File: config.mk
export PLATFORM = sky130hd
export DESIGN_NAME = framed_command_packet_parser
export DESIGN_NICKNAME = d
export VERILOG_FILES = /design/src/rtl/core/fcp_pkg.sv /design/src/rtl/core/fcp_regs.sv /design/src/rtl/core/fcp_mem.sv /design/src/rtl/core/fcp_parser.sv /design/src/rtl/core/framed_command_packet_parser.sv
export VERILOG_INCLUDE_DIRS = /design/src /design/src/rtl/core
export SDC_FILE = /design/constraint.sdc
export NUM_CORES = 1
export LEC_CHECK = 0
export BUFFER_PORTS_ARGS = -buffer_cell sky130_fd_sc_hd__buf_4
export CAP_MARGIN = 20
export CELL_PAD_IN_SITES_DETAIL_PLACEMENT = 1
export CELL_PAD_IN_SITES_GLOBAL_PLACEMENT = 1
export CORE_UTILIZATION = 47
export CTS_CLUSTER_SIZE = 10
export DETAILED_ROUTE_END_ITERATION = 8
export PLACE_DENSITY_LB_ADDON = 0.1
export RECOVER_POWER = 50
export SYNTH_ARGS = -nofsm -noshare
export SYNTH_HDL_FRONTEND = slang
export SYNTH_SLANG_ARGS = --single-unit
export TNS_END_PERCENT = 50
File: constraint.sdc
create_clock -name clk -period 3.4 [get_ports clk]
set_input_delay 0 -clock clk [delete_from_list [all_inputs] [get_ports clk]]
set_output_delay 0 -clock clk [all_outputs]
set_load 0.05 [all_outputs]
File: src/rtl/core/assert_macros.svh
// Assertion macros used by the parser RTL (fcp_parser.sv).
`ifndef ASSERT_MACROS_SVH
`define ASSERT_MACROS_SVH

// Clocked assertion, disabled while the active-low reset is asserted.
`define FCP_ASSERT_RST(label, clk, rst_n, prop, msg) \
	label: assert property (@(posedge clk) disable iff (!rst_n) prop) else $error(msg);

// Clocked assertion that also holds during reset.
`define FCP_ASSERT_ALW(label, clk, prop, msg) \
	label: assert property (@(posedge clk) prop) else $error(msg);

`endif

File: src/rtl/core/fcp_pkg.sv
// Shared types and constants of the framed command packet parser.
package fcp_pkg;

	// Reset values of the configuration registers
	localparam logic [7:0] HEADER_RST   = 8'hFE;
	localparam logic [7:0] TEXT_CMD_RST = 8'hB1;
	localparam logic [7:0] LAMP_CMD_RST = 8'hA2;

	// Most text bytes streamed for one frame
	localparam int MAX_RESULTS = 64;

	// Register indexes on the configuration port
	localparam logic [1:0] REG_HEADER   = 2'd0;
	localparam logic [1:0] REG_TEXT_CMD = 2'd1;
	localparam logic [1:0] REG_LAMP_CMD = 2'd2;

	typedef enum logic [2:0] {
		ST_TEXT    = 3'd0,
		ST_LAMP    = 3'd1,
		ST_UNKNOWN = 3'd2,
		ST_SUMERR  = 3'd3,
		ST_LENERR  = 3'd4
	} status_t;

	typedef enum logic [3:0] {
		PH_IDLE,
		PH_LEN,
		PH_CMD,
		PH_DATA,
		PH_SUM,
		PH_LAMP_RD,
		PH_TXT_FIRST,
		PH_TXT_STREAM,
		PH_TXT_LAST
	} phase_t;

	typedef struct packed {
		logic [7:0] header_byte;
		logic [7:0] text_command;
		logic [7:0] lamp_command;
	} cfg_t;

endpackage

File: src/rtl/core/fcp_regs.sv
// APB configuration registers: header byte and the two command codes.
module fcp_regs (
	input  logic         clk,
	input  logic         arst_n,
	input  logic         psel,
	input  logic         penable,
	input  logic         pwrite,
	input  logic [3:0]   paddr,
	input  logic [31:0]  pwdata,
	output logic [31:0]  prdata,
	output logic         pready,
	output fcp_pkg::cfg_t cfg
);
	import fcp_pkg::*;

	logic [7:0] header_q;
	logic [7:0] text_cmd_q;
	logic [7:0] lamp_cmd_q;
	logic       wr_en;
	logic [1:0] reg_idx;

	assign pready  = 1'b1;
	assign reg_idx = paddr[3:2];
	assign wr_en   = psel && penable && pwrite;

	// Write on the access cycle
	always_ff @(posedge clk or negedge arst_n) begin
		if (!arst_n) begin
			header_q   <= HEADER_RST;
			text_cmd_q <= TEXT_CMD_RST;
			lamp_cmd_q <= LAMP_CMD_RST;
		end else if (wr_en) begin
			case (reg_idx)
				REG_HEADER:   header_q   <= pwdata[7:0];
				REG_TEXT_CMD: text_cmd_q <= pwdata[7:0];
				REG_LAMP_CMD: lamp_cmd_q <= pwdata[7:0];
				default: ;
			endcase
		end
	end

	// Read back
	always_comb begin
		case (reg_idx)
			REG_HEADER:   prdata = {24'd0, header_q};
			REG_TEXT_CMD: prdata = {24'd0, text_cmd_q};
			REG_LAMP_CMD: prdata = {24'd0, lamp_cmd_q};
			default:      prdata = 32'd0;
		endcase
	end

	assign cfg.header_byte  = header_q;
	assign cfg.text_command = text_cmd_q;
	assign cfg.lamp_command = lamp_cmd_q;

endmodule

File: src/rtl/core/fcp_mem.sv
// Payload store: one write port, one registered read port.
module fcp_mem #(
	parameter int DEPTH = 64,
	parameter int AW    = 6
) (
	input  logic          clk,
	input  logic          wr_en,
	input  logic [AW-1:0] wr_addr,
	input  logic [7:0]    wr_data,
	input  logic          rd_en,
	input  logic [AW-1:0] rd_addr,
	output logic [7:0]    rd_data
);
	logic [7:0] mem [DEPTH];
	logic [7:0] rd_data_q;

	// Write a payload word
	always_ff @(posedge clk) begin
		if (wr_en) begin
			mem[wr_addr] <= wr_data;
		end
	end

	// Registered read; hold data between reads
	always_ff @(posedge clk) begin
		if (rd_en) begin
			rd_data_q <= mem[rd_addr];
		end
	end

	assign rd_data = rd_data_q;

endmodule

File: src/rtl/core/fcp_parser.sv
// Frame parser, checksum check and result sequencer around the payload store.
`include "assert_macros.svh"
module fcp_parser #(
	parameter int MAX_PAYLOAD = 64,
	parameter int AW          = 6,
	parameter int LEN_W       = 7
) (
	input  logic            clk,
	input  logic            arst_n,
	input  fcp_pkg::cfg_t   cfg,
	input  logic            in_valid,
	output logic            in_ready,
	input  logic [7:0]      rx_byte,
	output logic            out_valid,
	input  logic            out_ready,
	output logic [2:0]      status,
	output logic [7:0]      command_code,
	output logic [7:0]      text_byte,
	output logic            byte_valid,
	output logic [5:0]      byte_index,
	output logic            last,
	output logic            lamp_on,
	output logic            mem_wr_en,
	output logic [AW-1:0]   mem_wr_addr,
	output logic [7:0]      mem_wr_data,
	output logic            mem_rd_en,
	output logic [AW-1:0]   mem_rd_addr,
	input  logic [7:0]      mem_rd_data
);
	import fcp_pkg::*;

	localparam logic [8:0] MAX_LEN = 9'(MAX_PAYLOAD);
	localparam logic [6:0] RES_CAP = 7'(MAX_RESULTS);

	phase_t            state_q, state_d;
	logic [LEN_W-1:0]  len_q;
	logic [LEN_W-1:0]  cnt_q;
	logic [7:0]        cmd_q;
	logic [7:0]        sum_q;
	logic              lamp_q;
	logic [7:0]        cur_q;
	logic [5:0]        idx_q;

	logic              out_valid_q;
	status_t           out_status_q;
	logic [7:0]        out_cmd_q;
	logic [7:0]        out_byte_q;
	logic              out_bvalid_q;
	logic [5:0]        out_idx_q;
	logic              out_last_q;
	logic              out_lamp_q;

	logic              in_acc;
	logic              out_free;
	logic              len_bad;
	logic              sum_ok;
	logic              is_text;
	logic              is_lamp;
	logic [6:0]        limit;
	logic [6:0]        idx_next;
	logic [6:0]        idx_after;
	logic              rd_zero;
	logic [7:0]        sum_add;

	logic              ld;
	status_t           ld_status;
	logic [7:0]        ld_cmd;
	logic [7:0]        ld_byte;
	logic              ld_bvalid;
	logic [5:0]        ld_idx;
	logic              ld_last;
	logic              ld_lamp;
	logic [6:0]        rd_idx;

	assign out_free  = !out_valid_q || out_ready;
	assign in_acc    = in_valid && in_ready;
	assign len_bad   = {1'b0, rx_byte} > MAX_LEN;
	assign sum_add   = sum_q + rx_byte;
	assign sum_ok    = rx_byte == sum_q;
	assign is_text   = cmd_q == cfg.text_command;
	assign is_lamp   = cmd_q == cfg.lamp_command;
	assign limit     = (9'(len_q) > 9'(RES_CAP)) ? RES_CAP : 7'(len_q);
	assign idx_next  = 7'(idx_q) + 7'd1;
	assign idx_after = 7'(idx_q) + 7'd2;
	assign rd_zero   = mem_rd_data == 8'd0;

	// Accept input only in the parse phases and with room for a result
	always_comb begin
		case (state_q)
			PH_IDLE, PH_LEN, PH_CMD, PH_DATA, PH_SUM: in_ready = out_free;
			default:                                  in_ready = 1'b0;
		endcase
	end

	// Next state
	always_comb begin
		state_d = state_q;
		case (state_q)
			PH_IDLE: begin
				if (in_acc && rx_byte == cfg.header_byte) state_d = PH_LEN;
			end
			PH_LEN: begin
				if (in_acc) state_d = len_bad ? PH_IDLE : PH_CMD;
			end
			PH_CMD: begin
				if (in_acc) state_d = (len_q != '0) ? PH_DATA : PH_SUM;
			end
			PH_DATA: begin
				if (in_acc && (cnt_q + LEN_W'(1)) >= len_q) state_d = PH_SUM;
			end
			PH_SUM: begin
				if (in_acc) begin
					if (!sum_ok) state_d = PH_IDLE;
					else if (is_text) state_d = (len_q != '0) ? PH_TXT_FIRST : PH_IDLE;
					else if (is_lamp) state_d = PH_LAMP_RD;
					else state_d = PH_IDLE;
				end
			end
			PH_LAMP_RD: state_d = PH_IDLE;
			PH_TXT_FIRST: begin
				state_d = (rd_zero || limit == 7'd1) ? PH_IDLE : PH_TXT_STREAM;
			end
			PH_TXT_STREAM: begin
				if (out_free) begin
					if (rd_zero) state_d = PH_IDLE;
					else if (idx_after == limit) state_d = PH_TXT_LAST;
				end
			end
			PH_TXT_LAST: begin
				if (out_free) state_d = PH_IDLE;
			end
			default: state_d = PH_IDLE;
		endcase
	end

	// Result loads and store accesses per state
	always_comb begin
		ld        = 1'b0;
		ld_status = ST_TEXT;
		ld_cmd    = cmd_q;
		ld_byte   = 8'd0;
		ld_bvalid = 1'b0;
		ld_idx    = 6'd0;
		ld_last   = 1'b1;
		ld_lamp   = lamp_q;
		mem_rd_en = 1'b0;
		rd_idx    = 7'd0;
		case (state_q)
			PH_LEN: begin
				if (in_acc && len_bad) begin
					ld        = 1'b1;
					ld_status = ST_LENERR;
					ld_cmd    = 8'd0;
				end
			end
			PH_SUM: begin
				if (in_acc) begin
					if (!sum_ok) begin
						ld        = 1'b1;
						ld_status = ST_SUMERR;
					end else if (is_text) begin
						ld        = len_q == '0;
						mem_rd_en = len_q != '0;
					end else if (is_lamp) begin
						mem_rd_en = 1'b1;
					end else begin
						ld        = 1'b1;
						ld_status = ST_UNKNOWN;
					end
				end
			end
			PH_LAMP_RD: begin
				ld        = 1'b1;
				ld_status = ST_LAMP;
				ld_lamp   = !rd_zero;
			end
			PH_TXT_FIRST: begin
				if (rd_zero) begin
					ld = 1'b1;
				end else if (limit == 7'd1) begin
					ld        = 1'b1;
					ld_byte   = mem_rd_data;
					ld_bvalid = 1'b1;
				end else begin
					mem_rd_en = 1'b1;
					rd_idx    = 7'd1;
				end
			end
			PH_TXT_STREAM: begin
				if (out_free) begin
					ld        = 1'b1;
					ld_byte   = cur_q;
					ld_bvalid = 1'b1;
					ld_idx    = idx_q;
					ld_last   = rd_zero;
					mem_rd_en = !rd_zero && idx_after != limit;
					rd_idx    = idx_after;
				end
			end
			PH_TXT_LAST: begin
				if (out_free) begin
					ld        = 1'b1;
					ld_byte   = cur_q;
					ld_bvalid = 1'b1;
					ld_idx    = idx_q;
				end
			end
			default: ;
		endcase
	end

	assign mem_rd_addr = AW'(rd_idx);
	assign mem_wr_en   = (state_q == PH_DATA) && in_acc;
	assign mem_wr_addr = AW'(cnt_q);
	assign mem_wr_data = rx_byte;

	// Control state
	always_ff @(posedge clk or negedge arst_n) begin
		if (!arst_n) begin
			state_q     <= PH_IDLE;
			lamp_q      <= 1'b0;
			out_valid_q <= 1'b0;
		end else begin
			state_q <= state_d;
			if (state_q == PH_LAMP_RD) lamp_q <= !rd_zero;
			if (ld) out_valid_q <= 1'b1;
			else if (out_ready) out_valid_q <= 1'b0;
		end
	end

	// Frame fields, running checksum and text cursor
	always_ff @(posedge clk) begin
		case (state_q)
			PH_IDLE: if (in_acc) sum_q <= 8'd0;
			PH_LEN: begin
				if (in_acc) begin
					len_q <= LEN_W'(rx_byte);
					sum_q <= sum_add;
				end
			end
			PH_CMD: begin
				if (in_acc) begin
					cmd_q <= rx_byte;
					sum_q <= sum_add;
					cnt_q <= '0;
				end
			end
			PH_DATA: begin
				if (in_acc) begin
					sum_q <= sum_add;
					cnt_q <= cnt_q + LEN_W'(1);
				end
			end
			PH_TXT_FIRST: begin
				cur_q <= mem_rd_data;
				idx_q <= 6'd0;
			end
			PH_TXT_STREAM: begin
				if (out_free && !rd_zero) begin
					cur_q <= mem_rd_data;
					idx_q <= 6'(idx_next);
				end
			end
			default: ;
		endcase
	end

	// Output register
	always_ff @(posedge clk) begin
		if (ld) begin
			out_status_q <= ld_status;
			out_cmd_q    <= ld_cmd;
			out_byte_q   <= ld_byte;
			out_bvalid_q <= ld_bvalid;
			out_idx_q    <= ld_idx;
			out_last_q   <= ld_last;
			out_lamp_q   <= ld_lamp;
		end
	end

	assign out_valid    = out_valid_q;
	assign status       = out_status_q;
	assign command_code = out_cmd_q;
	assign text_byte    = out_byte_q;
	assign byte_valid   = out_bvalid_q;
	assign byte_index   = out_idx_q;
	assign last         = out_last_q;
	assign lamp_on      = out_lamp_q;

	`FCP_ASSERT_RST(a_no_overwrite, clk, arst_n, ld |-> out_free, "result overwritten")
	`FCP_ASSERT_RST(a_wr_in_frame, clk, arst_n, mem_wr_en |-> cnt_q < len_q, "store write past length")
	`FCP_ASSERT_RST(a_text_nonzero, clk, arst_n, (out_valid_q && out_bvalid_q) |-> out_byte_q != 8'd0, "zero text byte streamed")
	`FCP_ASSERT_RST(a_rd_then_use, clk, arst_n, (state_q == PH_TXT_FIRST || state_q == PH_LAMP_RD) |-> $past(mem_rd_en), "store data used without read")

endmodule

File: src/rtl/core/framed_command_packet_parser.sv
// Top level of the framed command packet parser.
// Usage:
//   Input channel (in_valid/in_ready/rx_byte) takes one received word per
//   handshake. Frames are header, length, command, payload, checksum; the
//   checksum is the 8-bit wrapping sum of length, command and payload.
//   Output channel (out_valid/out_ready) carries result words: status,
//   command_code, text_byte, byte_valid, byte_index, last, lamp_on.
//   APB port: header_byte at 0x0, text_command at 0x4, lamp_command at 0x8.
// Timing:
//   Parse words are taken one per cycle while the output register is free.
//   Error, unknown and zero-length text results appear in the cycle after the
//   word that causes them. Lamp results, and text that starts with a zero
//   word or holds a single word, come from the store read issued with the
//   checksum word; the first word of longer text passes through cur_q. Text
//   then streams one word per cycle from the payload memory while the output
//   register is free, one registered read per word; no new input is taken
//   while a frame's text or lamp result is still being produced.
// Reset: arst_n clears the parser to idle, lamp off, output empty, and loads
//   the register defaults. The payload memory is not cleared.
// Stall: with out_ready low the result word holds and input is held off.
module framed_command_packet_parser #(
	parameter int MAX_PAYLOAD = 64
) (
	input  logic        clk,
	input  logic        arst_n,
	input  logic        psel,
	input  logic        penable,
	input  logic        pwrite,
	input  logic [3:0]  paddr,
	input  logic [31:0] pwdata,
	output logic [31:0] prdata,
	output logic        pready,
	input  logic        in_valid,
	output logic        in_ready,
	input  logic [7:0]  rx_byte,
	output logic        out_valid,
	input  logic        out_ready,
	output logic [2:0]  status,
	output logic [7:0]  command_code,
	output logic [7:0]  text_byte,
	output logic        byte_valid,
	output logic [5:0]  byte_index,
	output logic        last,
	output logic        lamp_on
);
	import fcp_pkg::*;

	localparam int AW    = (MAX_PAYLOAD > 1) ? $clog2(MAX_PAYLOAD) : 1;
	localparam int LEN_W = $clog2(MAX_PAYLOAD + 1);

	cfg_t          cfg;
	logic          mem_wr_en;
	logic [AW-1:0] mem_wr_addr;
	logic [7:0]    mem_wr_data;
	logic          mem_rd_en;
	logic [AW-1:0] mem_rd_addr;
	logic [7:0]    mem_rd_data;

	fcp_regs u_regs (
		.clk     (clk),
		.arst_n  (arst_n),
		.psel    (psel),
		.penable (penable),
		.pwrite  (pwrite),
		.paddr   (paddr),
		.pwdata  (pwdata),
		.prdata  (prdata),
		.pready  (pready),
		.cfg     (cfg)
	);

	fcp_mem #(
		.DEPTH (MAX_PAYLOAD),
		.AW    (AW)
	) u_mem (
		.clk     (clk),
		.wr_en   (mem_wr_en),
		.wr_addr (mem_wr_addr),
		.wr_data (mem_wr_data),
		.rd_en   (mem_rd_en),
		.rd_addr (mem_rd_addr),
		.rd_data (mem_rd_data)
	);

	fcp_parser #(
		.MAX_PAYLOAD (MAX_PAYLOAD),
		.AW          (AW),
		.LEN_W       (LEN_W)
	) u_parser (
		.clk          (clk),
		.arst_n       (arst_n),
		.cfg          (cfg),
		.in_valid     (in_valid),
		.in_ready     (in_ready),
		.rx_byte      (rx_byte),
		.out_valid    (out_valid),
		.out_ready    (out_ready),
		.status       (status),
		.command_code (command_code),
		.text_byte    (text_byte),
		.byte_valid   (byte_valid),
		.byte_index   (byte_index),
		.last         (last),
		.lamp_on      (lamp_on),
		.mem_wr_en    (mem_wr_en),
		.mem_wr_addr  (mem_wr_addr),
		.mem_wr_data  (mem_wr_data),
		.mem_rd_en    (mem_rd_en),
		.mem_rd_addr  (mem_rd_addr),
		.mem_rd_data  (mem_rd_data)
	);

endmodule

After elaboration in Yosys (flattened, before gate mapping)
Memories as Yosys holds them, arrays and structs flattened. A register that Yosys moved wholly into a read port is not among the register bits.
Index checks and enable logic that the tools add are counted.
{"block": "op_classes", "addsub": 4, "mul": 0, "n_div": 0, "magnitude_cmp": 3, "n_eq_ne": 29, "shift": 0, "muxes": 70, "n_bitwise": 0, "reduce_logical": 36}
{"operator": "8-bit two-way mux", "n": 8}
{"operator": "8-bit one-hot mux with 2 select lines", "n": 3}
{"operator": "4-bit two-way mux", "n": 11}
{"operator": "8-bit equality test", "n": 4}
{"operator": "4-bit one-hot mux with 8 select lines", "n": 1}
{"operator": "3-bit two-way mux", "n": 8}
{"operator": "6-bit one-hot mux with 2 select lines", "n": 2}
{"operator": "8-bit one-hot mux with 3 select lines", "n": 1}
{"operator": "1-bit two-way mux", "n": 23}
{"operator": "2-bit by 1-bit inequality test with 1-bit output, second input constant", "n": 11}
{"operator": "7-bit two-way mux", "n": 3}
{"operator": "6-bit two-way mux", "n": 3}
{"operator": "4-bit by 3-bit equality test with 1-bit output, second input constant", "n": 4}
{"operator": "2-bit AND reduction", "n": 8}
{"operator": "7-bit one-hot mux with 2 select lines", "n": 1}
{"operator": "1-bit logical AND", "n": 9}
{"operator": "3-bit one-hot mux with 3 select lines", "n": 1}
{"operator": "8-bit adder", "n": 1}
{"operator": "4-bit by 2-bit equality test with 1-bit output, second input constant", "n": 2}
{"operator": "8-bit by 7-bit > comparator with 1-bit output, second input constant", "n": 1}
{"operator": "8-bit logical NOT", "n": 1}
{"operator": "8-bit AND reduction", "n": 1}
{"operator": "2-bit nonzero test", "n": 4}
{"operator": "6-bit by 2-bit adder with 7-bit output, second input constant", "n": 1}
{"operator": "26 further kinds", "n": 30}
{"block": "totals", "ff_bits": 102, "latch_bits": 0, "ram_bits": 512, "rom_bits": 0, "in_bits": 51, "output_inout_bits": 63, "elab_cells": 162, "n_memories": 1}
{"name": "u_mem.mem", "depth": 64, "word_bits": 8, "rd": 1, "rd_ports_with_merged_regs": 1, "write_ports": 1, "line_no": "fcp_mem.sv:14", "rtl": "logic [7:0] mem [DEPTH];"}

Longest topological paths before layout
{"block": "depth", "word_depth": 8, "ltp_mapped": 14, "depth_no_buf": 11}

By module
Synthesis repeated with hierarchy kept, for this count alone.
{"block": "unflattened", "hier_cells": 1444, "area_unflattened_um2": 26067.5}
{"mod": "fcp_mem", "instances": 1, "cells_each": 940, "area_per_inst_um2": 20240.7, "seq_area_each_um2": 15615.0}
{"mod": "fcp_parser", "instances": 1, "cells_each": 396, "area_per_inst_um2": 4475.5, "seq_area_each_um2": 2312.2}
{"mod": "fcp_regs", "instances": 1, "cells_each": 108, "area_per_inst_um2": 1351.3, "seq_area_each_um2": 618.1}

Least setup slack after synthesis
Ideal clock, no wire load.
{"block": "synth_path", "kind": "flip-flop to flip-flop", "startpoint": "register u_parser.out_valid_q (netlist: u_parser.out_valid)", "endpoint": "register u_parser.out_idx_q[0] (netlist: u_parser.byte_index[0]) (enable)", "setup_ns": 0.384, "arrival_time_ns": 4.382, "required_time_ns": 3.016, "setup_slack_ns": -1.366, "path_stages_with_launch": 9, "path_buffers": 1, "period_less_slack_ns": 4.766, "cell_sequence": "dfrtp_1 nor2b_1 clkbuf_1 nor3_1 nand2_1 nor4_1 nand2_1 o21ai_0 a211o_1"}
{"block": "synth_via", "elab_chain_len": 7, "word_cells_on_any_way": 9, "classes_between": "5 x mux; 4 x reduce/logical"}
{"element": "start, declared", "line_no": "fcp_parser.sv:44", "rtl": "logic out_valid_q;"}
{"element": "start signal, assigned", "line_no": "fcp_parser.sv:222", "rtl": "out_valid_q <= 1'b0;"}
{"element": "start signal, assigned", "line_no": "fcp_parser.sv:226", "rtl": "if (ld) out_valid_q <= 1'b1;"}
{"element": "start signal, assigned", "line_no": "fcp_parser.sv:227", "rtl": "else if (out_ready) out_valid_q <= 1'b0;"}
{"element": "1-bit logical NOT (*)", "line_no": "fcp_parser.sv:75", "rtl": "assign out_free = !out_valid_q || out_ready;"}
{"element": "1-bit logical OR (*)", "line_no": "fcp_parser.sv:75"}
{"element": "1-bit two-way mux (*)", "line_no": "fcp_parser.sv:89", "rtl": "case (state_q)"}
{"element": "net in_ready", "line_no": "framed_command_packet_parser.sv:34", "rtl": "output logic in_ready,"}
{"element": "1-bit logical AND (*)", "line_no": "fcp_parser.sv:76", "rtl": "assign in_acc = in_valid && in_ready;"}
{"element": "1-bit logical AND", "line_no": "fcp_parser.sv:150", "rtl": "if (in_acc && len_bad) begin"}
{"element": "1-bit two-way mux", "line_no": "fcp_parser.sv:150"}
{"element": "1-bit one-hot mux with 5 select lines (*)", "line_no": "fcp_parser.sv:148", "rtl": "case (state_q)"}
{"element": "net u_parser.ld", "line_no": "fcp_parser.sv:65", "rtl": "logic ld;"}
{"element": "end signal, assigned", "line_no": "fcp_parser.sv:275", "rtl": "out_idx_q <= ld_idx;"}
{"element": "end, declared", "line_no": "fcp_parser.sv:49", "rtl": "logic [5:0] out_idx_q;"}
Mark *: on every way through the listed nets, which the timed path passes. The rest lies on a longest branch.
A chain may end at the register's enable or synchronous reset.

Final worst setup path
{"block": "layout_path", "startpoint": "register u_mem.rd_data_q[3] (netlist: u_mem.rd_data[3]), read port of u_mem.mem", "endpoint": "register u_mem.rd_data_q[6] (netlist: u_mem.rd_data[6]), read port of u_mem.mem (data pin)"}
{"block": "layout_via", "elab_chain_len": 5, "word_cells_on_any_way": 8, "classes_between": "5 x mux; 3 x reduce/logical"}
{"element": "start, declared", "line_no": "fcp_mem.sv:15", "rtl": "logic [7:0] rd_data_q;"}
{"element": "8-bit logical NOT (*)", "line_no": "fcp_parser.sv:85", "rtl": "assign rd_zero = mem_rd_data == 8'd0;"}
{"element": "1-bit logical NOT", "line_no": "fcp_parser.sv:196", "rtl": "mem_rd_en = !rd_zero && idx_after != limit;"}
{"element": "1-bit logical AND", "line_no": "fcp_parser.sv:196"}
{"element": "1-bit two-way mux", "line_no": "fcp_parser.sv:190", "rtl": "if (out_free) begin"}
{"element": "1-bit one-hot mux with 3 select lines", "line_no": "fcp_parser.sv:148"}
Mark *: on every way between the ends. The rest lies on a longest branch, timed or not.

==> run metrics <==
via count=17373; area of the core=0.05509 mm²; initial core utilization=47.55%; critical path's slowest cell=o31ai_4; Crit path buffers/inverters=3; layout cells sized above 1=17.76%; Max-Cap Viols=7; CTS tree=done; Pre-antenna DRT Iters=5; post-synthesis register bit count=roughly 620; # nets final=between 2000 and 2500; Synth-to-Final Area Change=18.27%; Synth Flop Type=edfxtp_1; CP delay by family, top=compound AO/OA/AOI/OAI gates; design area=0.03098 mm²; Fin Setup TNS=0 ns; DR DRC count=0; Post-synth EDFFs=approximately 590; crit end category=flip-flop; routability congestion estimate=0.9205; Die Wd=between 200 and 250 µm; Final setup viols=0; worst-path cell chain=nor4_1 -> buf_4 -> and2_1 -> o31ai_4 -> buf_12 -> buf_4 -> nand2_1 -> a31oi_1 -> nand4_1 -> a211o_1 -> nand4_1; post-synthesis mux area share=5.851%; Async SR Flop Fraction=4.823%; syn_area_per_cell=13.99 µm²; PwrDens=602.8 mW/mm²; number of global-route vias before repair=18202; adder-cell area share of the yosys netlist=0.8884%; Gate Count Post-Synth=1872; drt first-iter violations=1557; die height=238.1 µm; total power=18.68 mW; post-synthesis simple-gate area fraction=approximately 11%; routed len/inst=27.59 µm; worst hold-check path type=in -> reg; largest family of logic cells by synthesized area=simple AND/OR/NAND/NOR gates; RSZ-0062 raised after global routing=no; xor/xnor share of the synthesized area=1.538%; wirelength, routed=81.22 mm; average vias per placed instance=5.901; clk_skew=0.01992 ns; diode count=0; Routed Antenna Nets=0; CP peak stage delay=0.58 ns; outcome=complete, but fails checks; critical path required time=3.86 ns; Min Hold Slack=~0.046 ns; dpl hpwl=55.70 mm; mapped cell area=0.02620 mm²; GRT Util Overall=29.23%; VDD IR max=445.8 µV; GR Overflow Total=0; number of fill cells=about 5400; H-tree depth=3; first-pass GRT wire length=120.4 mm; count of input and output buffers=62; Max Root-Sink Buffers=3; Hold Vio Cnt, Final=0; CTS root buf=clkbuf_16; relative slew slack=-41.43%; Clock transition at path regs=0.06 ns; synth unique cells=78; Crit path arrival time=3.76 ns; Setup crit start kind=flip-flop; worst-margin pin slew=around 2.1 ns; largest net degree at the start of global routing=a little under 70; CP Max Fanout=22; Synth warnings=0; post-synth top area share=67.86%; final-report max-slew violation count=around 340; sequential area share after synthesis=between 70% and 80%; Sink Count=622; initial antenna violation count=3; failing checks=max-capacitance violations, max-slew violations; fmax=approximately 0.3 GHz; Die ar.=0.05668 mm²; Rows=86; Worst Setup Path Type=reg -> reg; placed cell areas=0.02887 mm²; I/O pin cnt=114; leading cell types by total area after synthesis=edfxtp_1, nand2_1, mux2i_1; compound-cell area share of the yosys netlist=under 10%; fin crit share=a little over nine tenths; Pleak=11.11 nW; post-synth top area cell=edfxtp_1; post-layout minimum cycle time=3.306 ns; later-pin clock latency in the skew report=approximately 0.63 ns; CTS buffer count=73
-- stage by stage --
stage                     utilization, %  std cells  worst slack (ns)
after global placement             52.39       2818           -0.1128
after CTS                          56.48       2939          0.004469
final                              56.24       2944           0.09423
after global routing               56.24       2944          0.002667
after floorplan                        -       1895           0.02251
after detailed placement           52.39       2818           -0.1846
-- kinds of logic (layout without fill, tap and decap cells) --
logic type | Yosys count | count (layout)
buf+inv | 134 | 435
fa+ha+maj | 18 | 18
other cells | 2 | 25
mux | 138 | 138
compound gates | 263 | 263
flops | 622 | 622
simple gates | 649 | 649
xor+xnor | 46 | 46
-- per-layer routing --
metal,vias to the layer above,global-route usage (%),routed length (µm)
met4,2,10.53,2856
met3,164,5.056,4880
met5,-,0,13
met1,8986,39.09,33920
li1,7598,-,-
met2,623,48.18,39550
-- flip-flops by register name, indices dropped and copies added, names as in the netlist, 3 cells and up --
register               flops
u_parser.cur_q             8
u_parser.text_byte         8
u_parser.state_q           4
u_regs.text_cmd_q          8
u_mem.mem                512
u_parser.sum_q             8
u_parser.byte_index        6
u_mem.rd_data              8
u_parser.idx_q             6
u_parser.command_code      8
u_parser.len_q             7
u_parser.status            3
u_parser.cmd_q             8
u_regs.header_q            8
u_parser.cnt_q             7
u_regs.lamp_cmd_q          8
-- power by group --
part	leakage, nW	internal (mW)	switching [mW]
Sequential	5.68	8.81	0.202
Clock	1.00	4.08	2.98
Combinational	4.43	0.802	1.80
-- cell usage after synthesis, types with 28 or more instances --
master	n
nor3_1	34
mux2i_1	89
mux2_2	41
nor2_1	143
a21oi_1	66
o21ai_0	35
nand2_1	269
clkbuf_1	37
edfxtp_1	592
buf_4	36
xnor2_1	28
nand3_1	68
-- path summary, 6_finish.rpt --
check	cells after the start	from	slack, ns	end
max reg2reg	11	u_mem.rd_data[3]$_DFFE_PP_	0.09	u_mem.rd_data[6]$_DFFE_PP_
max	11	u_mem.rd_data[3]$_DFFE_PP_	0.09	u_mem.rd_data[6]$_DFFE_PP_
min in group asynchronous	3	arst_n	1.01	u_regs.header_q[6]$_DFFE_PN1P_
min	4	out_ready	0.05	u_parser.out_valid$_DFFE_PN0P_
min reg2reg	1	u_parser.cur_q[3]$_DFFE_PP_	0.55	u_parser.text_byte[3]$_DFFE_PP_
max in group asynchronous	4	arst_n	0.93	u_parser.lamp_q$_DFF_PN0_
-- worst reg2reg max path, cell delays in order (launching register included) --
cell and delay (ns):
edfxtp_1 0.49, nor4_1 0.09, buf_4 0.14, and2_1 0.19
o31ai_4 0.58, buf_12 0.26, buf_4 0.25, nand2_1 0.08
a31oi_1 0.18, nand4_1 0.29, a211o_1 0.45, nand4_1 0.15
-- repair_timing --
item                                   CTS  global route
pin swaps                                0             2
endpoints found under the hold margin   90             0
setup buffers                            0             4
setup endpoints to repair                3             9
hold buffers                            16             0
resized for setup                        3             9
-- cells in the final DEF, fill, tap and decap left out, drive strengths merged, types with 18 or more instances in the layout --
cell | synthesis | routed
mux2 | 41 | 41
xor2 | 18 | 18
edfxtp | 592 | 592
nand3 | 69 | 69
mux2i | 89 | 89
o21ai | 37 | 37
nor2b | 25 | 25
a31oi | 24 | 24
conb | 2 | 25
o221ai | 20 | 20
a211oi | 26 | 26
nand4 | 24 | 24
a21oi | 66 | 66
inv | 16 | 19
buf | 80 | 226
nor4 | 20 | 20
nand2 | 270 | 270
clkbuf | 37 | 172
nor3 | 35 | 35
xnor2 | 28 | 28
and2 | 20 | 20
nor2 | 143 | 143
-- layout make-up --
cell class / instances / area (µm²) / area share, %
Clock inverter: 4 / 65.06 / 0.2100
Sequential cell: 622 / 18550 / 59.86
Clock buffer: 101 / 2006 / 6.473
Tap cell: 748 / 935.9 / 3.021
Multi-Input combinational cell: 1139 / 7126 / 23.00
Timing Repair Buffer: 313 / 2242 / 7.237
Inverter: 17 / 63.81 / 0.2060
(Power assumes the default switching activity.)
